--- src/rtl/tsg_pkg.sv ---
`default_nettype none

package tsg_pkg;

  localparam int CW  = 32;   // coordinate width
  localparam int FB  = 16;   // fraction bits of the coordinates
  localparam int EW  = CW + 1;          // edge and offset vectors
  localparam int PW  = 2 * EW;          // signed cross product terms
  localparam int SQW = 2 * CW;          // one squared edge component
  localparam int D2W = SQW + 2;         // squared edge length
  localparam int CRW = PW;              // cross product component, signed
  localparam int CMW = CRW - 1;         // its magnitude
  localparam int LOW = EW;              // low slice of the magnitude
  localparam int HIW = CMW - LOW;       // high slice of the magnitude
  localparam int CQW = 2 * CMW;         // squared component
  localparam int SW  = CQW + 2;         // sum of squared components
  localparam int DW  = CMW + EW + 2;    // orientation dot product, signed
  localparam int QW  = 63;              // normal quotient bits
  localparam int NRW = (QW + 1) / 2;    // normal root bits
  localparam int ARW = (SW - 2 * FB) / 2;  // area root bits
  localparam int ERW = (D2W + 2) / 2;   // edge root bits
  localparam int MXW = CW + 3;          // offset vertex sum
  localparam int MHW = MXW - 18;        // high slice of the vertex sum
  localparam int MYW = 19;              // folded vertex sum
  localparam int MQW = 18;              // folded quotient

  localparam logic [MXW-1:0] MID_OFF = MXW'(64'd3 << CW);
  localparam logic [16:0]    MID_K   = 17'd87381;   // (2^18 - 1) / 3
  localparam logic [19:0]    MID_M   = 20'd699050;  // floor(2^21 / 3)

  localparam int PRE = 6;
  localparam int LAT = PRE + QW + NRW + 1;
  localparam int ADLY = QW + NRW - ARW;
  localparam int EDLY = PRE + QW + NRW - 3 - ERW;
  localparam int LDLY = QW + NRW;

  typedef struct packed {
    logic [2:0][CW-1:0] mid;
    logic               deg;
    logic               flip;
    logic [2:0]         csgn;
  } tsg_late_t;

endpackage

`default_nettype wire

--- src/rtl/tsg_isqrt.sv ---
`default_nettype none

module tsg_isqrt #(
  parameter int RW = tsg_pkg::NRW
) (
  input  wire logic            clk,
  input  wire logic            en,
  input  wire logic [2*RW-1:0] rad,
  output logic      [RW-1:0]   root
);

  logic [RW+1:0]   rem_r  [RW];
  logic [RW-1:0]   root_r [RW];
  logic [2*RW-1:0] rad_r  [RW];

  for (genvar i = 0; i < RW; i++) begin : g_stage
    logic [RW+1:0]   rem_in;
    logic [RW-1:0]   root_in;
    logic [2*RW-1:0] rad_in;
    logic [RW+3:0]   acc;
    logic [RW+3:0]   trial;
    logic [RW+3:0]   diff;
    logic            ge;
    logic [RW+1:0]   rem_nxt;
    logic [RW-1:0]   root_nxt;

    if (i == 0) begin : g_first
      assign rem_in  = '0;
      assign root_in = '0;
      assign rad_in  = rad;
    end else begin : g_next
      assign rem_in  = rem_r[i-1];
      assign root_in = root_r[i-1];
      assign rad_in  = rad_r[i-1];
    end

    assign acc      = {rem_in, rad_in[2*RW-1 -: 2]};
    assign trial    = {2'b00, root_in, 2'b01};
    assign diff     = acc - trial;
    assign ge       = (acc >= trial);
    assign rem_nxt  = ge ? diff[RW+1:0] : acc[RW+1:0];
    assign root_nxt = {root_in[RW-2:0], ge};

    always_ff @(posedge clk) begin
      if (en) begin
        rem_r[i]  <= rem_nxt;
        root_r[i] <= root_nxt;
        rad_r[i]  <= {rad_in[2*RW-3:0], 2'b00};
      end
    end
  end

  assign root = root_r[RW-1];

endmodule

`default_nettype wire

--- config.mk ---
export PLATFORM = sky130hd
export DESIGN_NAME = tsg_isqrt
export DESIGN_NICKNAME = d
export VERILOG_FILES = /design/src/rtl/tsg_pkg.sv /design/src/rtl/tsg_isqrt.sv
export SDC_FILE = /design/constraint.sdc
export NUM_CORES = 2
export LEC_CHECK = 0
export BUFFER_PORTS_ARGS = -buffer_cell sky130_fd_sc_hd__buf_2
export CORE_UTILIZATION = 45
export DETAILED_ROUTE_END_ITERATION = 16
export PLACE_DENSITY_LB_ADDON = 0.05
export SLEW_MARGIN = 0
export SYNTH_ARGS = -nofsm -noshare
export SYNTH_HDL_FRONTEND = slang
export SYNTH_MEMORY_MAX_BITS = 65536
export SYNTH_SLANG_ARGS = --single-unit
--- constraint.sdc ---
create_clock -name clk -period 3.6 [get_ports clk]
set_clock_uncertainty 0.2 [all_clocks]
set_input_delay 0.54 -clock clk [delete_from_list [all_inputs] [get_ports clk]]
set_output_delay 0.54 -clock clk [all_outputs]
set_load 0.1 [all_outputs]
==> reports/qor.yml <==
status:
  outcome: "completed"
setup_path:
  worstPathMaxFanout: 8
  reg2reg_slack_ns: 0.06
  cp.depth: 11
  arrival_ns: 3.98
  worst_setup_path_start_kind: "flop"
  cpPeakStageDelay_ns: 0.56
  r2r_cells: 11
  cp_num_buf_inv: 2
  worst-setup-path-type: "flop to flop"
  crit_start: "rem_r[7][22]"
  worstSetupEndpoint: "rem_r[8][10]"
  critPathCaptureType: "flop"
  r2r-end: "rem_r[8][10]"
  r2r-start: "rem_r[7][22]"
  crit_path_frequent_cell: "or4_4"
  crit_chain: "or4_4 > or4_4 > or4_4 > nor3_4 > o311a_1 > nand2_2 > nor2_4 > buf_4 > buf_8 > nor3b_1 > xor2_1"
  crit_path_top_delay_cell: "or4_4"
  critPathTopFamily: "simple AND/OR/NAND/NOR gates"
  required_ns: 4.04
synth:
  synth_edf_count: 2523
  synth_top_cell_area_share_pct: 64.5
  muxShareOfSynthArea_pct: 0.687
  synth_xor_area_share_pct: 6.25
  yosys_warnings: 0
  synth_top_area_cell: "edfxtp_1"
  synth_common_cells: "2523 x edfxtp_1, 693 x inv_1, 641 x nand2_1"
  syn_inst: 9151
  synth_top_family_by_area: "simple AND/OR/NAND/NOR gates"
  synth-compound-area-share_pct: 9.84
  netlist_area_um2: 117000
  synth_seq_area_share_pct: 64.5
  yosys-top-cells-area: "edfxtp_1 64%, ha_1 6.0%, xor2_1 3.2%, xnor2_1 3.1%, a21oi_1 2.6%"
  async_flop_share_pct: 0
  syn_area_per_cell_um2: 12.8
  ys.flop_type: "edfxtp_1"
  synth.distinct_cells: 85
  yosysMostFrequentCell: "edfxtp_1"
  synthAdderAreaFrac_pct: 5.99
  synth_nets: 9779
  yosys.area_share.simple_pct: 9.89
  ys_seq_elements: 2523
routing:
  met1_length_mm: 117
  wl_per_cell_um: 19.3
  routed-via-count: 72900
  highest_layer: "met5"
  drt-vias-per-instance: 5.34
  antenna_left: 0
  routed_wl_mm: 264
  dr.pass1.iters: 6
  drc: 0
  wl_met3_mm: 10.6
  wl_met2_mm: 129
  drtIter0Drc: 4860
global_route:
  grt_max_degree: 108
  grt_pass1_vias: 72400
  grt_pass1_wl_mm: 411
  grt_use_total_pct: 19.8
  antenna_found_initial: 9
  overflow: 0
sta:
  max_freq_mhz: 283
  finalCritPeriodShare_pct: 98.3
  rsz0062_at_grt: "yes"
  finalSetupViolCount: 0
  period_minus_slack_ns: 3.54
  finalHoldWorstSlack_ns: 0.155
  worst_pin_slew_ns: 0.751
  slew_viol_final: 0
  hold_viol_final: 0
  slew_headroom_pct: 49.4
floorplan:
  die_y_um: 513
  die-area_um2: 263000
  coreArea_um2: 259000
  rows: 187
  die_w_um: 513
  ioPinCount: 98
  start_util_pct: 45.3
clock_tree:
  clk_pin_slew_ns: 0.06
  root_buffer: "clkbuf_16"
  insertion_delay_ns: 0.89
  clock_path_buffers: 4
  cts_tree: "built"
  cts_made_buffers: 288
  cts_sinks: 2523
  h-tree-depth: 5
final_layout:
  final_cells: 13700
  fin_nets: 10700
  fin_area_um2: 137000
  area_delta_synth_final_pct: 16.9
  drive_gt1_share_pct: 13.6
placed_design:
  dp_cells: 13000
  place_congestion: 0.897
  buffer_ports.inserted: 97
  dpl_cell_area_um2: 127000
  dp_hpwl_mm: 195
power_and_ir_drop:
  leakage_nw: 53.2
  power_mw: 85.9
  irDropWorstVdd_uv: 405
  p_per_area_nw_per_um2: 626
run:
  drv_cap: 0
min_path:
  worst_hold_path_type: "primary input to flop"
logic make-up (layout without fill, tap and decap cells):
| family | Yosys count | in the layout |
|---|---|---|
| simple gates | 2383 | 2383 |
| compound gates | 1885 | 1885 |
| fa+ha+maj | 562 | 562 |
| flops | 2523 | 2523 |
| buf+inv | 886 | 1989 |
| xor+xnor | 838 | 838 |
| other cells | 1 | 5 |
| mux | 73 | 73 |
flip-flops by register name (all words and copies together), names as in the netlist:
name	flops
root_r	528
rem_r	1003
rad_r	992
what timing repair did:
item	CTS	global route
setup buffers	1	28
gates cloned	0	1
endpoints found under the setup margin	78	322
endpoints found under the hold margin	72	0
resized for setup	18	150
hold buffers	66	0
pin swaps	2	35
placed cells by master, fill, tap and decap left out, types with 100 or more instances in the layout:
cell and count:
edfxtp_1 2523, nand3_1 132, nor2_1 600, buf_4 559
ha_1 557, o21ai_0 478, clkbuf_16 292, xor2_1 426
nor4_1 108, nand4_1 100, xnor2_1 412, a21oi_1 599
nor3_1 202, or3_1 107, inv_1 689, nand2_1 639
a21o_1 241
routing by layer:
| metal | track usage (%) | vias up |
|---|---|---|
| met4 | 5.73 | 2 |
| met1 | 26.6 | 35300 |
| met3 | 2.39 | 442 |
| met2 | 33.7 | 1434 |
| met5 | 0 | - |
| li1 | - | 35700 |
area by class of cell:
cell class              instances  area (um2)
clock inverters               186        1680
repair buffers                775        6390
fillers                     21900      122000
diodes                          4        10.0
clock buffers                 329        7450
multi-input cells            5742       39100
inverters                     699        2630
flip-flops and latches       2523       75800
well taps                    3402        4260
report_power, final:
group,switching [mW],total (mW),internal (mW)
clock,11.9,28.2,16.3
sequential,2.52,39.6,37.1
combinational,10.2,18.1,7.92
per-stage QoR:
stage	setup TNS (ns)	setup WS (ns)	util (%)
2_1_floorplan	-0.0524	-0.0524	-
3_3_place_gp	-2.71	-0.307	48.8
3_5_place_dp	-2.92	-0.252	48.8
4_1_cts	0	0.00257	52.6
5_1_grt	-0.305	-0.0438	52.9
6_report	0	0.0626	52.9
worst min-delay path by stage:
stage	startpoint	endpoint	slack, ns	depth (start not counted)
CTS	rad[34]	rad_r[0][34]	0.06	2
detailed placement	rad_r[9][20]	rad_r[10][22]	0.20	0
global route	rad[26]	rad_r[0][26]	0.09	2
global placement	rad_r[8][42]	rad_r[9][44]	0.20	0
floorplan	rad_r[9][18]	rad_r[10][20]	0.20	0
finish	rad[61]	rad_r[0][61]	0.15	2
Note: power is estimated with default switching activity, not from simulation.
